File: src/rtl/kslt_pkg.sv
package kslt_pkg;

    // Fixed key matrix geometry of the payload: 8 by 8 key slots.
    localparam int KEY_SLOTS   = 64;
    localparam int KEY_IDX_W   = 6;
    localparam int COORD_W     = 3;
    localparam int DEB_W       = 16;

    // Defaults for the top level parameters.
    localparam int KEY_ROWS_DEF    = 8;
    localparam int KEY_COLUMNS_DEF = 8;
    localparam int AGE_BITS_DEF    = 16;

    // Reset value of the debounce register.
    localparam logic [DEB_W-1:0] DEBOUNCE_RESET = 16'd10;

    // Action codes of an input request.
    localparam logic [1:0] ACT_SCAN  = 2'd0;
    localparam logic [1:0] ACT_CLEAR = 2'd1;
    localparam logic [1:0] ACT_SET   = 2'd2;

    // Configuration register indexes.
    localparam int CFG_IDX_W = 3;
    localparam logic [CFG_IDX_W-1:0] CFG_HOLD_MASK   = 3'd0;
    localparam logic [CFG_IDX_W-1:0] CFG_REACT_REL   = 3'd1;
    localparam logic [CFG_IDX_W-1:0] CFG_DEBOUNCE    = 3'd2;
    localparam logic [CFG_IDX_W-1:0] CFG_BTN_PRESENT = 3'd3;
    localparam logic [CFG_IDX_W-1:0] CFG_SW_PRESENT  = 3'd4;

    typedef struct packed {
        logic [1:0] action;
        logic [7:0] row_bits;
        logic       lock_button;
        logic       lock_switch;
    } t_in_item;

    typedef struct packed {
        logic [7:0]  column_drive;
        logic [63:0] shown_leds;
        logic [63:0] held_keys;
        logic        locked;
    } t_out_item;

    typedef enum logic [2:0] {
        S_IDLE,
        S_SWEEP,
        S_DRAIN,
        S_LOCK,
        S_DONE
    } t_state;

    // Sequencer strobes used by the datapath.
    typedef struct packed {
        logic in_ready;
        logic issue;
        logic lock_step;
        logic out_load;
    } t_ctrl;

endpackage

File: src/rtl/keypad_scan_led_toggle_control_core.sv
// Channel  | Signals                              | Payload
// ---------+--------------------------------------+---------------------
// input    | i_in_valid / o_in_ready              | i_in_data  (t_in_item)
// output   | o_out_valid / i_out_ready            | o_out_data (t_out_item)
// config   | i_cfg_we, i_cfg_index                | i_cfg_data (64 bits)
//
// For a scan tick the sequencer walks the age memory one key per cycle through
// its write port and registered read port and one shared aging unit, then
// drains the sweep and steps the lock button. Clear and set actions skip the
// sweep and act at once. Reset is synchronous, active low, and
// needs no clearing pass. A result waits in the output register while the
// next request is accepted; a new result stalls only if that one is not taken.
module keypad_scan_led_toggle_control_core
    import kslt_pkg::*;
#(
    parameter int KEY_ROWS    = KEY_ROWS_DEF,
    parameter int KEY_COLUMNS = KEY_COLUMNS_DEF,
    parameter int AGE_BITS    = AGE_BITS_DEF
) (
    input  logic                 i_clk,
    input  logic                 i_rst_n,
    input  logic                 i_in_valid,
    output logic                 o_in_ready,
    input  t_in_item             i_in_data,
    output logic                 o_out_valid,
    input  logic                 i_out_ready,
    output t_out_item            o_out_data,
    input  logic                 i_cfg_we,
    input  logic [CFG_IDX_W-1:0] i_cfg_index,
    input  logic [63:0]          i_cfg_data
);

    localparam logic [COORD_W-1:0] LAST_ROW = COORD_W'(KEY_ROWS - 1);
    localparam logic [COORD_W-1:0] LAST_COL = COORD_W'(KEY_COLUMNS - 1);

    t_state r_state, n_state;
    t_ctrl  ctrl;

    // Configuration registers.
    logic [63:0]      r_hold_mask, n_hold_mask;
    logic             r_react_rel, n_react_rel;
    logic [DEB_W-1:0] r_debounce, n_debounce;
    logic             r_btn_present, n_btn_present;
    logic             r_sw_present, n_sw_present;

    // Key and lock state.
    logic [KEY_SLOTS-1:0] r_held, n_held;
    logic [KEY_SLOTS-1:0] r_toggle, n_toggle;
    logic [KEY_SLOTS-1:0] r_shown, n_shown;
    logic [KEY_SLOTS-1:0] r_age_vld, n_age_vld;
    logic [COORD_W-1:0]   r_scol, n_scol;
    logic                 r_lock, n_lock;
    logic                 r_btn_held, n_btn_held;
    logic [AGE_BITS-1:0]  r_btn_age, n_btn_age;
    logic                 r_last_sw, n_last_sw;
    logic                 r_first, n_first;

    // Latched request and sweep counters.
    logic [1:0]         r_action, n_action;
    logic [7:0]         r_rows, n_rows;
    logic               r_btn, n_btn;
    logic               r_sw, n_sw;
    logic [COORD_W-1:0] r_row, n_row;
    logic [COORD_W-1:0] r_col, n_col;
    logic               r_p1_valid, n_p1_valid;
    logic [COORD_W-1:0] r_p1_row, n_p1_row;
    logic [COORD_W-1:0] r_p1_col, n_p1_col;

    // Output register.
    logic      r_out_valid, n_out_valid;
    t_out_item r_out, n_out;

    logic                 in_accept;
    logic                 last_key;
    logic [KEY_SLOTS-1:0] row_mask;
    logic [KEY_IDX_W-1:0] p1_key;
    logic [KEY_IDX_W-1:0] p1_led;
    logic                 key_seen;
    logic                 press;
    logic                 release_ev;
    logic                 new_bit;
    logic                 sw_active;
    logic                 lock_v;
    logic                 bheld_v;
    logic [AGE_BITS-1:0]  ram_rdata;
    logic                 ram_we;
    logic [AGE_BITS-1:0]  unit_age_in;
    logic                 unit_seen;
    logic [AGE_BITS-1:0]  unit_age_out;
    logic                 unit_expired;

    assign in_accept = i_in_valid && ctrl.in_ready;
    assign last_key  = (r_row == LAST_ROW) && (r_col == LAST_COL);
    assign p1_key    = {r_p1_row, r_p1_col};
    // Column 0 is the MSB of its row byte in the shown matrix.
    assign p1_led    = {r_p1_row, ~r_p1_col};
    assign key_seen  = (r_p1_col == r_scol) && r_rows[r_p1_row];
    assign sw_active = r_sw_present && r_sw;
    assign ram_we    = r_p1_valid;

    // Rows touched by the clear and set actions.
    always_comb begin
        for (int i = 0; i < KEY_SLOTS; i++) begin
            row_mask[i] = ((i >> 3) < KEY_ROWS);
        end
    end

    // The shared aging unit serves the key sweep and then the lock button.
    always_comb begin
        if (ctrl.lock_step) begin
            unit_age_in = r_btn_age;
            unit_seen   = r_btn;
        end else begin
            unit_age_in = r_age_vld[p1_key] ? ram_rdata : '0;
            unit_seen   = key_seen;
        end
    end

    kslt_age_unit #(
        .AGE_BITS(AGE_BITS)
    ) u_age_unit (
        .i_age      (unit_age_in),
        .i_seen     (unit_seen),
        .i_debounce (r_debounce),
        .o_age      (unit_age_out),
        .o_expired  (unit_expired)
    );

    kslt_ram #(
        .WIDTH(AGE_BITS),
        .DEPTH(KEY_SLOTS)
    ) u_age_ram (
        .i_clk   (i_clk),
        .i_we    (ram_we),
        .i_waddr (p1_key),
        .i_wdata (unit_age_out),
        .i_raddr ({r_row, r_col}),
        .o_rdata (ram_rdata)
    );

    // Sequencer next state.
    always_comb begin
        n_state = r_state;
        unique case (r_state)
            S_IDLE: begin
                if (in_accept) begin
                    n_state = (i_in_data.action == ACT_SCAN) ? S_SWEEP : S_DONE;
                end
            end
            S_SWEEP: begin
                if (last_key) begin
                    n_state = S_DRAIN;
                end
            end
            S_DRAIN: begin
                n_state = S_LOCK;
            end
            S_LOCK: begin
                n_state = S_DONE;
            end
            S_DONE: begin
                if (!r_out_valid || i_out_ready) begin
                    n_state = S_IDLE;
                end
            end
            default: begin
                n_state = S_IDLE;
            end
        endcase
    end

    // Sequencer strobes.
    always_comb begin
        ctrl = '0;
        unique case (r_state)
            S_IDLE:  ctrl.in_ready  = 1'b1;
            S_SWEEP: ctrl.issue     = 1'b1;
            S_DRAIN: ctrl           = '0;
            S_LOCK:  ctrl.lock_step = 1'b1;
            S_DONE:  ctrl.out_load  = !r_out_valid || i_out_ready;
            default: ctrl           = '0;
        endcase
    end

    // Datapath next values.
    always_comb begin
        n_hold_mask   = r_hold_mask;
        n_react_rel   = r_react_rel;
        n_debounce    = r_debounce;
        n_btn_present = r_btn_present;
        n_sw_present  = r_sw_present;
        n_held        = r_held;
        n_toggle      = r_toggle;
        n_shown       = r_shown;
        n_age_vld     = r_age_vld;
        n_scol        = r_scol;
        n_lock        = r_lock;
        n_btn_held    = r_btn_held;
        n_btn_age     = r_btn_age;
        n_last_sw     = r_last_sw;
        n_first       = r_first;
        n_action      = r_action;
        n_rows        = r_rows;
        n_btn         = r_btn;
        n_sw          = r_sw;
        n_row         = r_row;
        n_col         = r_col;
        n_p1_valid    = ctrl.issue;
        n_p1_row      = r_row;
        n_p1_col      = r_col;
        n_out_valid   = r_out_valid;
        n_out         = r_out;
        press         = 1'b0;
        release_ev    = 1'b0;
        new_bit       = r_toggle[p1_key];
        lock_v        = r_lock;
        bheld_v       = r_btn_held;

        // Configuration writes.
        if (i_cfg_we) begin
            unique case (i_cfg_index)
                CFG_HOLD_MASK:   n_hold_mask   = i_cfg_data;
                CFG_REACT_REL:   n_react_rel   = i_cfg_data[0];
                CFG_DEBOUNCE:    n_debounce    = i_cfg_data[DEB_W-1:0];
                CFG_BTN_PRESENT: n_btn_present = i_cfg_data[0];
                CFG_SW_PRESENT:  n_sw_present  = i_cfg_data[0];
                default:         n_hold_mask   = r_hold_mask;
            endcase
        end

        // Request capture; clear and set act at once.
        if (in_accept) begin
            n_action = i_in_data.action;
            n_rows   = i_in_data.row_bits;
            n_btn    = i_in_data.lock_button;
            n_sw     = i_in_data.lock_switch;
            n_row    = '0;
            n_col    = '0;
            case (i_in_data.action)
                ACT_CLEAR: n_shown = r_shown & ~row_mask;
                ACT_SET:   n_shown = r_shown | row_mask;
                default:   n_shown = r_shown;
            endcase
        end

        // Sweep address counters.
        if (ctrl.issue) begin
            if (r_col == LAST_COL) begin
                n_col = '0;
                n_row = r_row + COORD_W'(1);
            end else begin
                n_col = r_col + COORD_W'(1);
            end
        end

        // Per-key update: age write-back, press and release reactions.
        if (r_p1_valid) begin
            n_age_vld[p1_key] = 1'b1;
            press      = key_seen && !r_held[p1_key];
            release_ev = !key_seen && unit_expired && r_held[p1_key];
            if (press) begin
                n_held[p1_key] = 1'b1;
            end
            if (release_ev) begin
                n_held[p1_key] = 1'b0;
            end
            if ((press || release_ev) && !r_lock) begin
                if (r_hold_mask[p1_key]) begin
                    new_bit = press;
                end else if (press != r_react_rel) begin
                    new_bit = !r_toggle[p1_key];
                end
                n_toggle[p1_key] = new_bit;
                n_shown[p1_led]  = new_bit;
            end
        end

        // Column advance, lock button and lock switch.
        if (ctrl.lock_step) begin
            n_scol = (r_scol == LAST_COL) ? '0 : r_scol + COORD_W'(1);
            if (r_btn_present) begin
                n_btn_age = unit_age_out;
                if (r_btn && !r_btn_held) begin
                    bheld_v = 1'b1;
                    if (!r_react_rel && !sw_active) begin
                        lock_v = !lock_v;
                    end
                end
                if (unit_expired && bheld_v) begin
                    bheld_v = 1'b0;
                    if (r_react_rel && !sw_active) begin
                        lock_v = !lock_v;
                    end
                end
                n_btn_held = bheld_v;
            end
            if (r_first || (sw_active != r_last_sw)) begin
                n_last_sw = sw_active;
                lock_v    = sw_active;
            end
            n_lock  = lock_v;
            n_first = 1'b0;
        end

        // Output register.
        if (ctrl.out_load) begin
            n_out_valid        = 1'b1;
            n_out.column_drive = 8'(1) << r_scol;
            n_out.shown_leds   = r_shown;
            n_out.held_keys    = r_held;
            n_out.locked       = r_lock;
        end else if (i_out_ready) begin
            n_out_valid = 1'b0;
        end
    end

    // State registers.
    always_ff @(posedge i_clk) begin
        if (!i_rst_n) begin
            r_state       <= S_IDLE;
            r_hold_mask   <= '0;
            r_react_rel   <= 1'b0;
            r_debounce    <= DEBOUNCE_RESET;
            r_btn_present <= 1'b0;
            r_sw_present  <= 1'b0;
            r_held        <= '0;
            r_toggle      <= '0;
            r_shown       <= '0;
            r_age_vld     <= '0;
            r_scol        <= '0;
            r_lock        <= 1'b0;
            r_btn_held    <= 1'b0;
            r_btn_age     <= '0;
            r_last_sw     <= 1'b0;
            r_first       <= 1'b1;
            r_row         <= '0;
            r_col         <= '0;
            r_p1_valid    <= 1'b0;
            r_out_valid   <= 1'b0;
        end else begin
            r_state       <= n_state;
            r_hold_mask   <= n_hold_mask;
            r_react_rel   <= n_react_rel;
            r_debounce    <= n_debounce;
            r_btn_present <= n_btn_present;
            r_sw_present  <= n_sw_present;
            r_held        <= n_held;
            r_toggle      <= n_toggle;
            r_shown       <= n_shown;
            r_age_vld     <= n_age_vld;
            r_scol        <= n_scol;
            r_lock        <= n_lock;
            r_btn_held    <= n_btn_held;
            r_btn_age     <= n_btn_age;
            r_last_sw     <= n_last_sw;
            r_first       <= n_first;
            r_row         <= n_row;
            r_col         <= n_col;
            r_p1_valid    <= n_p1_valid;
            r_out_valid   <= n_out_valid;
        end
    end

    // Payload registers.
    always_ff @(posedge i_clk) begin
        r_action <= n_action;
        r_rows   <= n_rows;
        r_btn    <= n_btn;
        r_sw     <= n_sw;
        r_p1_row <= n_p1_row;
        r_p1_col <= n_p1_col;
        r_out    <= n_out;
    end

    assign o_in_ready  = ctrl.in_ready;
    assign o_out_valid = r_out_valid;
    assign o_out_data  = r_out;

endmodule

File: src/rtl/kslt_ram.sv
module kslt_ram
    import kslt_pkg::*;
#(
    parameter int WIDTH = AGE_BITS_DEF,
    parameter int DEPTH = KEY_SLOTS
) (
    input  logic                     i_clk,
    input  logic                     i_we,
    input  logic [$clog2(DEPTH)-1:0] i_waddr,
    input  logic [WIDTH-1:0]         i_wdata,
    input  logic [$clog2(DEPTH)-1:0] i_raddr,
    output logic [WIDTH-1:0]         o_rdata
);

    logic [WIDTH-1:0] r_mem [DEPTH];
    logic [WIDTH-1:0] r_rdata;

    // One write port and one registered read port.
    always_ff @(posedge i_clk) begin
        if (i_we) begin
            r_mem[i_waddr] <= i_wdata;
        end
        r_rdata <= r_mem[i_raddr];
    end

    assign o_rdata = r_rdata;

endmodule

File: src/rtl/kslt_age_unit.sv
module kslt_age_unit
    import kslt_pkg::*;
#(
    parameter int AGE_BITS = AGE_BITS_DEF
) (
    input  logic [AGE_BITS-1:0] i_age,
    input  logic                i_seen,
    input  logic [DEB_W-1:0]    i_debounce,
    output logic [AGE_BITS-1:0] o_age,
    output logic                o_expired
);

    localparam int CMP_W = (AGE_BITS > DEB_W) ? AGE_BITS : DEB_W;
    localparam logic [AGE_BITS-1:0] AGE_MAX = {AGE_BITS{1'b1}};

    logic [CMP_W-1:0] age_ext;
    logic [CMP_W-1:0] deb_ext;

    // A seen key restarts its age; an unseen one ages and saturates.
    always_comb begin
        if (i_seen) begin
            o_age = '0;
        end else if (i_age == AGE_MAX) begin
            o_age = AGE_MAX;
        end else begin
            o_age = i_age + AGE_BITS'(1);
        end
        age_ext   = CMP_W'(o_age);
        deb_ext   = CMP_W'(i_debounce);
        o_expired = (age_ext > deb_ext);
    end

endmodule

File: config.mk
export PLATFORM = sky130hd
export DESIGN_NAME = keypad_scan_led_toggle_control_core
export DESIGN_NICKNAME = d
export VERILOG_FILES = /design/src/rtl/kslt_pkg.sv /design/src/rtl/keypad_scan_led_toggle_control_core.sv /design/src/rtl/kslt_ram.sv /design/src/rtl/kslt_age_unit.sv
export SDC_FILE = /design/constraint.sdc
export NUM_CORES = 2
export LEC_CHECK = 0
export ABC_AREA = 1
export BUFFER_PORTS_ARGS = -buffer_cell sky130_fd_sc_hd__buf_2
export CORE_MARGIN = 2
export CORE_UTILIZATION = 40
export DETAILED_ROUTE_END_ITERATION = 10
export REMOVE_ABC_BUFFERS = 1
export SLEW_MARGIN = 20
export SYNTH_ARGS = -nofsm -noshare
export SYNTH_HDL_FRONTEND = slang
export SYNTH_SLANG_ARGS = --single-unit
File: constraint.sdc
create_clock -name i_clk -period 29.7 [get_ports i_clk]
set_input_delay 8.91 -clock i_clk [delete_from_list [all_inputs] [get_ports i_clk]]
set_output_delay 8.91 -clock i_clk [all_outputs]
set_load 0.01 [all_outputs]
==> results by group <==
Drt
  – Vias post-DR: 45500
  – Final WL: 193000 um
  – Drt drc: 0
  – Avg Vias per Cell: 5.57
  – Antenna viol nets, final: 0
  – WL/cell: 23.6 um
  – Drt first pass iters: 5
  – Iter 0 DRT Violations: 4864

Run status
  – Status: finished, final reports clean

Pwr
  – Clock share of power: 0.413
  – Internal power: 3.66 mW
  – Sequential power share: 0.499
  – Switch Pwr: 1.22 mW
  – P_leak: 25.9 nW
  – P per Cell Area: 68.2 mW/mm^2
  – Switching portion of total power: 0.250
  – Peak supply drop: 0.0619 mV
  – Logic pwr share: 0.088

Placed design
  – DP Cell Count: 7884
  – IO Port Bufs: 222
  – Post-DP HPWL: 114000 um
  – Gpl congestion: 0.906
  – Pre-CTS WS: 18.10 ns
  – Placed Area: 0.0662 sq mm

CTS
  – CTS resizes: 0
  – CTS clock-pin slew for the worst setup and hold paths: 0.07 ns
  – Post-CTS Hold Buffers: 0
  – Clk sinks: 1566
  – H-tree levels: 4
  – Longest Clk Path Bufs: 3
  – CTS tree: built
  – Setup repair bufs after CTS: 0
  – Skew-Pair Late Insertion Delay: 0.81 ns
  – CTS Buf Count: 156
  – Root buf cell: clkbuf_16

Floorplan
  – DIE AREA: 0.160 sq mm
  – Die H: 400 um
  – Core area: 0.156 sq mm
  – Initial core utilization: 0.402
  – Rows: 145
  – I/O pin total: 223
  – Die width: 400 um

GRT
  – Vias in the first global route: 43300
  – Largest net degree at the start of global routing: 191
  – First-pass GRT wire length: 283000 um
  – Initial antenna violation count: 4
  – Gr ovfl total: 0
  – GRT Total Usage: 0.237

Cells and area
  – Fin util: 0.458
  – Layout cell share with drive strength beyond 1: 0.112
  – Fillcell total: 14400
  – Area of the multi-input gates: 0.0168 sq mm
  – ANT cells: 0
  – Most common cell after layout, fill and taps aside: edfxtp_1
  – Most frequent cells in the layout: 1171 x edfxtp_1, 1118 x nor2_1, 887 x o21ai_0
  – Design area: 0.0715 sq mm
  – Post-Layout Cell Count: 8176
  – Area delta synth->final: 14.0%
  – Nets: 6096
  – FF/Latch Area: 0.0431 sq mm

Logic synthesis
  – Ys Warns: 0
  – Post-synthesis sequential area ratio: 0.687
  – Library cells used by synthesis: 45
  – Synthesized cell area: 0.0627 sq mm
  – Post-Syn Area per Cell: 10.7 sq um
  – Post-synthesis cell count: 5842
  – Synthesized flop and latch total: 1566

Worst setup path
  – CP Data Arrival Time: 11.58 ns
  – WS Path Type: input port to register
  – CP max FO: 65
  – Worst EP required: 30.44 ns
  – Crit start category: input port
  – Worst setup EP type: register

Timing
  – Final worst slack: 18.86 ns
  – Total negative slack: 0 ns
  – Setup violators final: 0
  – Unrepaired setup endpoints after global routing: no
  – Slew margin rel.: 0.222
  – Max Freq: 0.0923 GHz
  – Actual slew at the worst max-slew pin: 1.16 ns
  – Worst clock skew: 0.0266 ns
  – Min Tclk post-route: 10.84 ns
  – Final period util: 0.365
  – Final Hold Viols: 0
  – Slew Limit Fails: 0

Min path
  – Hold WC Path Type: register to register

Job
  – Max cap viols: 0
## registers in the layout, summed over array words and instances (netlist names), 8 cells and up
register           count
r_shown               64
r_hold_mask           64
u_age_ram.o_rdata     16
o_out_data           137
r_age_vld             64
r_toggle              64
r_debounce            16
r_rows                 8
r_held                64
r_btn_age             16
u_age_ram.r_mem     1024
## critical path, cell delays in order
cell and delay [ns]:
buf_2 0.08, inv_1 0.04, nor2_1 0.75, nand2_2 0.06, buf_4 0.42, nor2_4 0.17
buf_4 0.70, a21oi_1 0.09, o21ai_0 0.13, inv_1 0.06, nor2_1 0.10
## cell type report
| type | instances | area share |
|---|---|---|
| inverters | 454 | 0.0241 |
| clock buffers | 206 | 0.0606 |
| clock inverters | 86 | 0.0128 |
| well taps | 2058 | 0.0360 |
| flip-flops and latches | 1566 | 0.603 |
| repair buffers | 340 | 0.0289 |
| multi-input cells | 3466 | 0.235 |
## kinds of logic (layout without fill, tap and decap cells)
group	count (synthesis)	in the layout	synth area share
buffers and inverters	810	1086	0.0498
adder cells (fa/ha/maj)	28	28	0.00559
AND/OR/NAND/NOR	1811	1811	0.114
AO/OA/AOI/OAI	1616	1616	0.143
XOR/XNOR	11	11	0.00154
flip-flops	1566	1566	0.687
## metrics by stage
step	total power [mW]	hold slack [ns]
after CTS	4.90	0.430
after global routing	5.03	0.451
after detailed placement	2.91	0.419
after global placement	2.90	0.416
after floorplan	2.74	0.408
final	4.88	0.428
## final timing paths
check                                       startpoint                   endpoint  slack [ns]  depth (start not counted)
worst max-delay path                        i_in_valid     r_shown[16]$_SDFF_PN0_       18.86                         11
worst min-delay path            r_shown[60]$_SDFF_PN0_  o_out_data[125]$_DFFE_PP_        0.43                          0
worst max register to register     r_p1_row[1]$_DFF_P_     r_shown[34]$_SDFF_PN0_       21.98                         30
worst min register to register  r_shown[60]$_SDFF_PN0_  o_out_data[125]$_DFFE_PP_        0.43                          0
## synthesized netlist by cell type, drive strengths merged
master,instances,area [sq um]
o21a,28,210
nand2,458,1740
a22oi,18,135
o21bai,3,22.5
xor2,7,61.3
o211ai,21,158
a221oi,3,26.3
nor2,1177,4440
a211oi,4,30.0
nor4,2,12.5
o21ai,904,4530
a32o,1,10.0
buf,53,280
o22a,1,8.76
nand3b,1,7.51
clkbuf,303,1140
o221ai,46,403
o2111ai,6,52.6
ha,28,350
nor3,23,146
nand4,11,75.1
clkinv,10,37.5
a21oi,253,1270
edfxtp,1171,35200
o32ai,9,78.8
xnor2,4,35.0
inv,444,1670
o311ai,3,26.3
dfxtp,395,7910
nor3b,1,7.51
o31ai,3,22.5
o22ai,313,1960
nand3,138,696
## power by group through the flow
stage               registers [mW]  logic [mW]  clock network, mW
global route                  2.44       0.465               2.12
floorplan                     2.53       0.212                  0
CTS                           2.44       0.426               2.04
finish                        2.44       0.428               2.01
global placement              2.48       0.422                  0
detailed placement            2.48       0.426                  0
## layer usage
metal  vias to the layer above  GRT usage  wire (um)
met5                         -          0          0
met4                         0      0.109       8870
met3                       405     0.0386      15100
met2                      2046      0.374      89100
met1                     22300      0.320      79600
li1                      20800          -          -
Note: power is estimated with default switching activity, not from simulation.
